$ cat src/design/y2rgb_pkg.sv
// ----------------------------------------------------------------------------
// y2rgb_pkg: shared definitions for the YUV to RGB565 rotator
// Register codes, rotation codes, reset values and BT.601 coefficients.
// ----------------------------------------------------------------------------
package y2rgb_pkg;

	// Width of the frame size registers
	localparam int DIM_W = 11;

	// Default maximum frame size
	localparam int DEF_MAX_WIDTH  = 1024;
	localparam int DEF_MAX_HEIGHT = 1024;

	// Register reset values
	localparam logic [DIM_W-1:0] RST_SRC_WIDTH  = 11'd320;
	localparam logic [DIM_W-1:0] RST_SRC_HEIGHT = 11'd240;

	// Register index, taken from paddr[3:2]
	typedef enum logic [1:0] {
		REG_SRC_WIDTH  = 2'd0,
		REG_SRC_HEIGHT = 2'd1,
		REG_ROTATION   = 2'd2,
		REG_BYTE_SWAP  = 2'd3
	} reg_idx_t;

	// Rotation codes
	typedef enum logic [1:0] {
		ROT_0   = 2'd0,
		ROT_90  = 2'd1,
		ROT_180 = 2'd2,
		ROT_270 = 2'd3
	} rot_t;

	// Channel sums fit in 19 signed bits
	localparam int SUM_W = 19;

	localparam logic signed [SUM_W-1:0] C_Y    = 19'sd298;
	localparam logic signed [SUM_W-1:0] C_RV   = 19'sd409;
	localparam logic signed [SUM_W-1:0] C_GU   = 19'sd100;
	localparam logic signed [SUM_W-1:0] C_GV   = 19'sd208;
	localparam logic signed [SUM_W-1:0] C_BU   = 19'sd516;
	localparam logic signed [SUM_W-1:0] C_RND  = 19'sd128;
	localparam logic [7:0]              Y_OFS  = 8'd16;
	localparam logic signed [9:0]       UV_OFS = 10'sd128;

endpackage

$ cat src/design/y2rgb_color.sv
// ----------------------------------------------------------------------------
// y2rgb_color: BT.601 limited-range YUV to RGB565 pixel conversion
// Combinational: offset removal, three channel sums, clamp, pack, byte swap.
// ----------------------------------------------------------------------------
module y2rgb_color (
	input  logic [7:0]  y_sample,
	input  logic [7:0]  u_sample,
	input  logic [7:0]  v_sample,
	input  logic        byte_swap,
	output logic [15:0] pixel_rgb565
);
	import y2rgb_pkg::*;

	logic [7:0]              lum;
	logic signed [9:0]       cu;
	logic signed [9:0]       cv;
	logic signed [SUM_W-1:0] lum_s;
	logic signed [SUM_W-1:0] cu_s;
	logic signed [SUM_W-1:0] cv_s;
	logic signed [SUM_W-1:0] sum_r;
	logic signed [SUM_W-1:0] sum_g;
	logic signed [SUM_W-1:0] sum_b;
	logic [7:0]              r;
	logic [7:0]              g;
	logic [7:0]              b;
	logic [15:0]             packed_px;

	// Drop negatives to zero, saturate above 255, else keep sum/256
	function automatic logic [7:0] clamp8(input logic signed [SUM_W-1:0] s);
		logic [7:0] res;
		if (s[SUM_W-1]) begin
			res = 8'd0;
		end else if (s[SUM_W-2:16] != '0) begin
			res = 8'hFF;
		end else begin
			res = s[15:8];
		end
		return res;
	endfunction

	assign lum   = (y_sample < Y_OFS) ? 8'd0 : (y_sample - Y_OFS);
	assign cu    = $signed({2'b00, u_sample}) - UV_OFS;
	assign cv    = $signed({2'b00, v_sample}) - UV_OFS;
	assign lum_s = $signed({{(SUM_W-8){1'b0}}, lum});
	assign cu_s  = {{(SUM_W-10){cu[9]}}, cu};
	assign cv_s  = {{(SUM_W-10){cv[9]}}, cv};

	assign sum_r = C_Y * lum_s + C_RV * cv_s + C_RND;
	assign sum_g = C_Y * lum_s - C_GU * cu_s - C_GV * cv_s + C_RND;
	assign sum_b = C_Y * lum_s + C_BU * cu_s + C_RND;

	assign r = clamp8(sum_r);
	assign g = clamp8(sum_g);
	assign b = clamp8(sum_b);

	assign packed_px    = {r[7:3], g[7:2], b[7:3]};
	assign pixel_rgb565 = byte_swap ? {packed_px[7:0], packed_px[15:8]} : packed_px;

endmodule

$ cat src/design/yuv_to_rgb565_rotate.sv
// ----------------------------------------------------------------------------
// yuv_to_rgb565_rotate: YUV pixel to RGB565 converter with frame rotation
// Converts one source pixel per clock and maps its coordinates into the
// rotated destination frame.
// ----------------------------------------------------------------------------
// Throughput is one pixel per clock: start may be held high every cycle and
// busy never rises. Each request goes through one input register and one
// result register, in that order; its result then sits on the result ports,
// marked by done. The receiver cannot stall the stream; it must take every
// result as it comes. The single stage between the two registers holds the
// color conversion (constant-coefficient sums) and the one 11x11 multiply
// for dest_index, which sets the clock budget. Write the size, rotation and
// swap registers only while no request is in flight.
// ----------------------------------------------------------------------------
module yuv_to_rgb565_rotate #(
	parameter int MAX_WIDTH  = y2rgb_pkg::DEF_MAX_WIDTH,
	parameter int MAX_HEIGHT = y2rgb_pkg::DEF_MAX_HEIGHT
) (
	input  logic        clk,
	input  logic        arst_n,
	// APB-style configuration port
	input  logic        psel,
	input  logic        penable,
	input  logic        pwrite,
	input  logic [3:0]  paddr,
	input  logic [31:0] pwdata,
	output logic [31:0] prdata,
	output logic        pready,
	// request
	input  logic        start,
	output logic        busy,
	input  logic [7:0]  y_sample,
	input  logic [7:0]  u_sample,
	input  logic [7:0]  v_sample,
	input  logic [9:0]  src_x,
	input  logic [9:0]  src_y,
	// result
	output logic        done,
	output logic [15:0] pixel_rgb565,
	output logic [9:0]  dest_x,
	output logic [9:0]  dest_y,
	output logic [19:0] dest_index,
	output logic        coord_error
);
	import y2rgb_pkg::*;

	// Size caps; a cap beyond what the register can hold never bites
	localparam int DIM_MAXV = (1 << DIM_W) - 1;
	localparam int W_LIM    = (MAX_WIDTH  > DIM_MAXV) ? DIM_MAXV : MAX_WIDTH;
	localparam int H_LIM    = (MAX_HEIGHT > DIM_MAXV) ? DIM_MAXV : MAX_HEIGHT;
	localparam logic [DIM_W-1:0] W_CAP = DIM_W'(W_LIM);
	localparam logic [DIM_W-1:0] H_CAP = DIM_W'(H_LIM);

	// Configuration registers
	logic [DIM_W-1:0] src_width_q;
	logic [DIM_W-1:0] src_height_q;
	rot_t             rotation_q;
	logic             byte_swap_q;

	logic     cfg_wr;
	reg_idx_t cfg_idx;

	// Input stage
	logic       valid_s1;
	logic [7:0] y_s1;
	logic [7:0] u_s1;
	logic [7:0] v_s1;
	logic [9:0] x_s1;
	logic [9:0] yc_s1;

	// Stage logic
	logic [DIM_W-1:0]   w_eff;
	logic [DIM_W-1:0]   h_eff;
	logic [DIM_W-1:0]   sx;
	logic [DIM_W-1:0]   sy;
	logic [DIM_W-1:0]   dx;
	logic [DIM_W-1:0]   dy;
	logic [DIM_W-1:0]   ow;
	logic [2*DIM_W-1:0] prod;
	logic [19:0]        idx;
	logic               err;
	logic [15:0]        pixel;

	// Result stage
	logic        valid_s2;
	logic [15:0] pixel_s2;
	logic [9:0]  dx_s2;
	logic [9:0]  dy_s2;
	logic [19:0] idx_s2;
	logic        err_s2;

	// ---------------- configuration port ----------------
	assign pready  = 1'b1;
	assign cfg_idx = reg_idx_t'(paddr[3:2]);
	assign cfg_wr  = psel && penable && pwrite && pready;

	always_ff @(posedge clk or negedge arst_n) begin
		if (!arst_n) begin
			src_width_q  <= RST_SRC_WIDTH;
			src_height_q <= RST_SRC_HEIGHT;
			rotation_q   <= ROT_0;
			byte_swap_q  <= 1'b0;
		end else if (cfg_wr) begin
			case (cfg_idx)
				REG_SRC_WIDTH:  src_width_q  <= pwdata[DIM_W-1:0];
				REG_SRC_HEIGHT: src_height_q <= pwdata[DIM_W-1:0];
				REG_ROTATION:   rotation_q   <= rot_t'(pwdata[1:0]);
				REG_BYTE_SWAP:  byte_swap_q  <= pwdata[0];
				default: ;
			endcase
		end
	end

	// Read back the addressed register, zero-extended
	always_comb begin
		case (cfg_idx)
			REG_SRC_WIDTH:  prdata = {{(32-DIM_W){1'b0}}, src_width_q};
			REG_SRC_HEIGHT: prdata = {{(32-DIM_W){1'b0}}, src_height_q};
			REG_ROTATION:   prdata = {30'd0, rotation_q};
			REG_BYTE_SWAP:  prdata = {31'd0, byte_swap_q};
			default:        prdata = 32'd0;
		endcase
	end

	// ---------------- input register ----------------
	// Never stall: accept a request in every cycle
	assign busy = 1'b0;

	always_ff @(posedge clk or negedge arst_n) begin
		if (!arst_n) begin
			valid_s1 <= 1'b0;
		end else begin
			valid_s1 <= start && !busy;
		end
	end

	// Payload needs no reset; capture only on an accepted request
	always_ff @(posedge clk) begin
		if (start && !busy) begin
			y_s1  <= y_sample;
			u_s1  <= u_sample;
			v_s1  <= v_sample;
			x_s1  <= src_x;
			yc_s1 <= src_y;
		end
	end

	// ---------------- conversion stage ----------------
	y2rgb_color u_color (
		.y_sample     (y_s1),
		.u_sample     (u_s1),
		.v_sample     (v_s1),
		.byte_swap    (byte_swap_q),
		.pixel_rgb565 (pixel)
	);

	// Clip oversized frames to the build-time maximum
	assign w_eff = (src_width_q  > W_CAP) ? W_CAP : src_width_q;
	assign h_eff = (src_height_q > H_CAP) ? H_CAP : src_height_q;
	assign sx    = {1'b0, x_s1};
	assign sy    = {1'b0, yc_s1};
	assign err   = (sx >= w_eff) || (sy >= h_eff);

	// Rotate coordinates; the output row length follows the rotation
	always_comb begin
		case (rotation_q)
			ROT_90: begin
				dx = h_eff - 1'b1 - sy;
				dy = sx;
				ow = h_eff;
			end
			ROT_180: begin
				dx = w_eff - 1'b1 - sx;
				dy = h_eff - 1'b1 - sy;
				ow = w_eff;
			end
			ROT_270: begin
				dx = sy;
				dy = w_eff - 1'b1 - sx;
				ow = h_eff;
			end
			default: begin
				dx = sx;
				dy = sy;
				ow = w_eff;
			end
		endcase
	end

	assign prod = dy * ow;
	assign idx  = 20'(prod + {{DIM_W{1'b0}}, dx});

	// ---------------- result register ----------------
	always_ff @(posedge clk or negedge arst_n) begin
		if (!arst_n) begin
			valid_s2 <= 1'b0;
		end else begin
			valid_s2 <= valid_s1;
		end
	end

	// Out-of-frame pixels still convert, but drop their coordinates to zero
	always_ff @(posedge clk) begin
		if (valid_s1) begin
			pixel_s2 <= pixel;
			err_s2   <= err;
			dx_s2    <= err ? 10'd0 : dx[9:0];
			dy_s2    <= err ? 10'd0 : dy[9:0];
			idx_s2   <= err ? 20'd0 : idx;
		end
	end

	assign done         = valid_s2;
	assign pixel_rgb565 = pixel_s2;
	assign dest_x       = dx_s2;
	assign dest_y       = dy_s2;
	assign dest_index   = idx_s2;
	assign coord_error  = err_s2;

endmodule

$ cat config.mk
export PLATFORM = sky130hd
export DESIGN_NAME = yuv_to_rgb565_rotate
export DESIGN_NICKNAME = d
export VERILOG_FILES = /design/src/design/y2rgb_pkg.sv /design/src/design/y2rgb_color.sv /design/src/design/yuv_to_rgb565_rotate.sv
export SDC_FILE = /design/constraint.sdc
export NUM_CORES = 1
export LEC_CHECK = 0
export BUFFER_PORTS_ARGS = -buffer_cell sky130_fd_sc_hd__buf_2
export CAP_MARGIN = 20
export CORE_ASPECT_RATIO = 1.1
export CORE_MARGIN = 4
export CORE_UTILIZATION = 55
export CTS_BUF_LIST = sky130_fd_sc_hd__clkbuf_16
export CTS_CLUSTER_DIAMETER = 150
export DETAILED_ROUTE_END_ITERATION = 7
export HOLD_SLACK_MARGIN = 0.06
export PLACE_DENSITY = 0.82
export SYNTH_ARGS = -nofsm -noshare
export SYNTH_HDL_FRONTEND = slang
export SYNTH_SLANG_ARGS = --single-unit
$ cat constraint.sdc
create_clock -name clk -period 19 [get_ports clk]
set_input_delay 2.85 -clock clk [delete_from_list [all_inputs] [get_ports clk]]
set_output_delay 2.85 -clock clk [all_outputs]
set_load 0.05 [all_outputs]
## After elaboration in Yosys (flattened, before gate mapping)

Index checks and enable logic that the tools add are counted.

- Memory bits (writable): 0
- Input port bits: 86
- Logic and storage cells: 74
- Output and inout port bits: 92
- Bits in latches: 0
- Memories kept: 0
- Bits in registers: 128
- Memory bits (read-only): 0

- Reductions and logical operators: 12
- Bitwise operators: 0
- Mux-type cells: 14
- Equality and inequality tests: 6
- $lt $le $gt $ge: 5
- Shift-type cells: 0
- $mul: 6
- Add/sub/neg operators: 15
- Div/mod/pow operators: 0

Operator list:

| kind | count |
|---|---|
| $pmux 32 s4 | 1 |
| $pmux 11 s3 | 2 |
| $add 19x9->19 const B | 3 |
| $mux 8 | 7 |
| $add 19x19->19 | 2 |
| $sub 19x19->19 | 2 |
| $mux 11 | 3 |
| $ge 10x11->1 | 2 |
| $gt 11x11->1 const B | 2 |
| $sub 11x1->11 const B | 2 |
| $sub 11x10->11 | 2 |
| $add 20x11->20 | 1 |
| $mul 11x11->20 | 1 |
| $mul 10x9->19 const A | 1 |
| $sub 8x8->9 const B | 2 |
| $mul 9x9->17 const A | 1 |
| $mul 8x8->16 const A | 1 |
| $mux 16 | 1 |
| $mul 6x9->15 const A | 1 |
| $mul 5x9->14 const A | 1 |
| $eq 2x2->1 const B | 4 |
| $lt 8x5->1 const B | 1 |
| $reduce_and 2->1 | 4 |
| $sub 8x5->8 const B | 1 |
| other kinds (6) | 10 |

## Logic depth before layout (Yosys ltp)

- Depth after elaboration: 10
- Depth in mapped cells: 34
- Depth with buffers taken out: 34

## Cells and area by module

Synthesis repeated with hierarchy kept, for this count alone.

- Cells, all modules: 1858
- Area, all modules: 17513.0 um2

Modules (own cells, without submodules):

| module | times used | cells an instance | seq. area each (um2) | area each (um2) |
|---|---|---|---|---|
| yuv_to_rgb565_rotate | 1 | 1067 | 3716.1 | 10734.0 |
| y2rgb_color | 1 | 791 | 0.0 | 6779.0 |

## Worst setup path after synthesis

No wires, ideal clock.

- Path kind: register to register
- From: register y_s1[4]
- To: register pixel_s2[5], in the netlist pixel_rgb565[5], data pin
- Path slack: 11.442 ns
- Arrival: 7.298 ns
- Setup time: 0.260 ns
- Period minus slack after synthesis: 7.558 ns
- Buffers on the path: 0
- Stages on the path, launching flop included: 33
- Required time: 18.740 ns
- Cells stage by stage: edfxtp_1 -> inv_1 -> ha_1 -> or3b_4 -> and2_2 -> ha_1 -> ha_1 -> ha_1 -> inv_1 -> fa_1 -> inv_1 -> ha_1 -> nor2b_1 -> o21ai_0 -> a21boi_0 -> o21ai_0 -> nand2_1 -> xor2_1 -> ha_1 -> inv_1 -> fa_1 -> inv_1 -> fa_1 -> ha_1 -> nor3_1 -> o2111ai_2 -> and3_1 -> or4_4 -> a31o_1 -> a21oi_2 -> xor2_2 -> o31a_1 -> mux2_2

- Word-level cells in the longest chain between the ends: 10
- Elaborated cells between the ends (all ways): 16
- Those cells by class: add/sub: 6; mul: 1; order compare: 1; mux: 6; reduce/logical: 2

RTL lines:

| what | line | source |
|---|---|---|
| start, declared | yuv_to_rgb565_rotate.sv:65 | `logic [7:0] y_s1;` |
| start signal, assigned | yuv_to_rgb565_rotate.sv:140 | `y_s1 <= y_sample;` |
| $sub 8x5->8 / $lt 8x5->1 (equally long branches) | y2rgb_color.sv:41 | `assign lum = (y_sample < Y_OFS) ? 8'd0 : (y_sample - Y_OFS);` |
| $mux 8 * | y2rgb_color.sv:41 |  |
| $mul 8x8->16 * | y2rgb_color.sv:48, y2rgb_color.sv:49 |  |
| $sub 19x19->19 (2 in series) | y2rgb_color.sv:49 | `assign sum_g = C_Y * lum_s - C_GU * cu_s - C_GV * cv_s + C_RND;` |
| $add 19x9->19 | y2rgb_color.sv:49 |  |
| $reduce_bool 2->1 | y2rgb_color.sv:33 | `end else if (s[SUM_W-2:16] != '0) begin` |
| $mux 8 | y2rgb_color.sv:33 |  |
| $mux 8 | y2rgb_color.sv:31 | `if (s[SUM_W-1]) begin` |
| $mux 16 * | y2rgb_color.sv:57 | `assign pixel_rgb565 = byte_swap ? {packed_px[7:0], packed_px[15:8]} : packed_px;` |
| via pixel[5] | yuv_to_rgb565_rotate.sv:82 | `logic [15:0] pixel;` |
| end signal, assigned | yuv_to_rgb565_rotate.sv:205 | `pixel_s2 <= pixel;` |
| end, declared | yuv_to_rgb565_rotate.sv:86 | `logic [15:0] pixel_s2;` |

Mark *: on every way through the listed nets, which the timed path passes. The rest lies on a longest branch.
A chain may end at the register's enable or synchronous reset.

## Worst setup path after layout

- From: register src_height_q[10]
- To: register idx_s2[18], in the netlist dest_index[18], data pin

- Word-level cells in the longest chain between the ends: 7
- Elaborated cells between the ends (all ways): 11
- Those cells by class: add/sub: 3; mul: 1; order compare: 2; mux: 4; reduce/logical: 1

RTL lines:

| what | line | source |
|---|---|---|
| start, declared | yuv_to_rgb565_rotate.sv:56 | `logic [DIM_W-1:0] src_height_q;` |
| start signal, assigned | yuv_to_rgb565_rotate.sv:106 | `REG_SRC_HEIGHT: src_height_q <= pwdata[DIM_W-1:0];` |
| $gt 11x11->1 | yuv_to_rgb565_rotate.sv:159 | `assign h_eff = (src_height_q > H_CAP) ? H_CAP : src_height_q;` |
| $mux 11 * | yuv_to_rgb565_rotate.sv:159 |  |
| $sub 11x1->11 | yuv_to_rgb565_rotate.sv:168, yuv_to_rgb565_rotate.sv:174 |  |
| $sub 11x10->11 | yuv_to_rgb565_rotate.sv:168, yuv_to_rgb565_rotate.sv:174 |  |
| $pmux 11 s3 | yuv_to_rgb565_rotate.sv:166 | `case (rotation_q)` |
| $mul 11x11->20 | yuv_to_rgb565_rotate.sv:190 | `assign prod = dy * ow;` |
| $add 20x11->20 | yuv_to_rgb565_rotate.sv:191 | `assign idx = 20'(prod + {{DIM_W{1'b0}}, dx});` |
| end signal, assigned | yuv_to_rgb565_rotate.sv:209 | `idx_s2 <= err ? 20'd0 : idx;` |
| end, declared | yuv_to_rgb565_rotate.sv:89 | `logic [19:0] idx_s2;` |

Mark *: on every way between the ends. The rest lies on a longest branch, timed or not.

==> flow_summary.ini <==
[outcome]
outcome = completed

[floorplanning]
core_area_um2 = 30700
start_util = 0.560
die_height_um = 193
ios = 178
die_w_um = 177
die_area_um2 = 34100
fp-row-count = 67

[clock_network]
htreeDepth = 4
cts_resized = 0
clk_pin_slew_ns = 0.06
cts_tree = built
cts_buffers = 17
hold_buffers = 0
cts_buffer_depth = 2
clock_latency_ns = 0.45
post_cts_buffers = 0
clkSinkCount = 128
cts-root-buf = clkbuf_16

[synthesis]
synth_seq_cells = 128
synth_cells = 1785
async_flop_share = 0.211
synth.cell_area_um2 = 17200
synth_cell_types = 77
yosys-top-cells-area = ha_1 (22%), edfxtp_1 (18%), fa_1 (18%)
syn_avg_cell_area_um2 = 9.62
synth_flop_cell = edfxtp_1
yosysWarningCount = 0
synthDominantCellAreaShare = 0.221
synth_largest_area_cell = ha_1
synth_common_cells = inv_1 (312), ha_1 (304), nor2_1 (152)
synth-edff-count = 101
yosysMostFrequentCell = inv_1
seq_area_frac_synth = 0.216

[global_routing]
grt_max_degree = 68
gr-total-overflow = 0
grt_pass1_vias = 13500
track_usage = 0.234
grt_pass1_wl_um = 65400
antenna_found_initial = 0

[sta]
worstMarginPinSlew_ns = 1.14
hold_viol = 0
rsz0062_at_grt = false
max_freq_ghz = 0.117
skew_ns = 0.0174
tns_ns = 0
finalMaxSlewViolations = 0
whs_ns = 0.548
slew_headroom = 0.240
finalWorstSetupSlack_ns = 10.46
fin_crit_sh = 0.450
timing.final.crit_period_ns = 8.54
setup_violations = 0

[detailed_routing]
wl_per_cell_um = 16.7
ant_nets = 0
vias = 12800
detail_route.vias_per_cell = 5.50
dr.first_iter.drc_count = 796
wirelength_um = 39000
route.detailed.drc = 0
first_pass_iters = 5

[critical_path]
r2r_slack_ns = 10.46
critPathKind = reg2reg
critPathCapture = dest_index[18]
cp-start-kind = register
r2r_start = src_height_q[10]
r2r-end = dest_index[18]
crit_path_max_fanout = 18
crit_path_end_kind = register
worst_ep_required_time_ns = 19.18
cp.arrival_ns = 8.72
rr_worst_depth = 26
crit_start = src_height_q[10]

[job]
cap_violations = 0

[final_layout]
layout-drive-gt1-share = 0.132
area_growth_pct = 9.48
antenna_cells = 0
nets = 2446
utilization = 0.613

[placed_design]
dp.final_hpwl_um = 31500
io_buffer_count = 131
preCtsSetupSlack_ns = 10.58
place.gp.congestion = 0.930

[worst_hold_path]
hold_path_class = reg2reg
[cell type report]
| type | instances | area [um^2] |
|---|---|---|
| fill | 2443 | 11900 |
| timing repair buffer | 145 | 773 |
| sequential | 128 | 3720 |
| multi-input combinational | 1301 | 12100 |
| clock inverter | 12 | 73.8 |
| inverter | 312 | 1170 |
| tap | 414 | 518 |
| clock buffer | 20 | 500 |
[registers in the layout, summed over array words and instances, names as in the netlist]
signal and count:
dest_index 20, pixel_rgb565 16, src_height_q 11, src_width_q 11, dest_x 10, dest_y 10
x_s1 10, yc_s1 10, u_s1 8, v_s1 8, y_s1 8, rotation_q 2
byte_swap_q 1, coord_error 1, done 1, valid_s1 1
[layer usage]
metal	global-route usage	vias to the layer above	wire length (um)
met5	0	-	0
met4	0.0854	0	1210
met3	0.0392	86	2280
met2	0.394	427	18800
met1	0.306	6206	16700
li1	-	6112	-
[cells in the final DEF (no fill, tap or decap), drive strengths merged, types with 5 or more instances in the layout]
master	instances
a2111oi	5
a21o	34
a21oi	72
a31o	7
a31oi	6
and2	10
and3	12
buf	145
clkbuf	20
conb	23
dfrtp	21
dfstp	6
edfxtp	101
fa	151
ha	304
inv	320
mux2	35
mux2i	38
nand2	113
nand2b	26
nand3	15
nor2	152
nor2b	29
nor3	22
nor3b	8
o21a	19
o21ai	54
o21bai	13
o31ai	5
or2	13
or3	6
xnor2	48
xor2	28
[worst max-delay path, stage by stage (launching register included)]
cell	delay (ns)
dfrtp_1	0.79
nor2b_1	0.18
ha_1	0.42
or3_1	0.44
o2111ai_2	0.11
nand3_2	0.14
o41ai_4	0.30
mux2i_1	0.33
nor3_1	0.11
a21oi_1	0.51
nand2_1	0.16
fa_1	0.53
inv_1	0.06
fa_1	0.57
fa_1	0.46
fa_1	0.54
inv_1	0.05
fa_1	0.53
inv_1	0.04
ha_1	0.22
or3_1	0.37
a2111oi_0	0.50
nor2_1	0.16
a211o_1	0.34
a21oi_1	0.18
xor2_1	0.16
nor2_1	0.06
[stage by stage]
stage | instances | instance area [um^2]
after global placement | 2298 | 18200
after detailed placement | 2298 | 18200
after CTS | 2330 | 18800
final | 2332 | 18800
after floorplan | 1806 | 17300
after global routing | 2332 | 18800
[cells by family after synthesis]
family / share of synthesized area
compound gates: 0.0969
xor+xnor: 0.0392
fa+ha+maj: 0.397
buf+inv: 0.0875
flops: 0.216
mux: 0.0464
other cells: 0.000437
simple gates: 0.116
[worst min path at each step]
| stage | startpoint | end | cells after the start |
|---|---|---|---|
| floorplan | src_height_q[0] | src_height_q[0] | 1 |
| global placement | src_width_q[3] | src_width_q[3] | 1 |
| detailed placement | src_width_q[5] | src_width_q[5] | 1 |
| CTS | src_width_q[5] | src_width_q[5] | 1 |
| global route | src_width_q[5] | src_width_q[5] | 1 |
| finish | src_width_q[2] | src_width_q[2] | 1 |
Power is not shown: default switching activity piles up to over one toggle a cycle in this logic, so the estimate is an artifact.
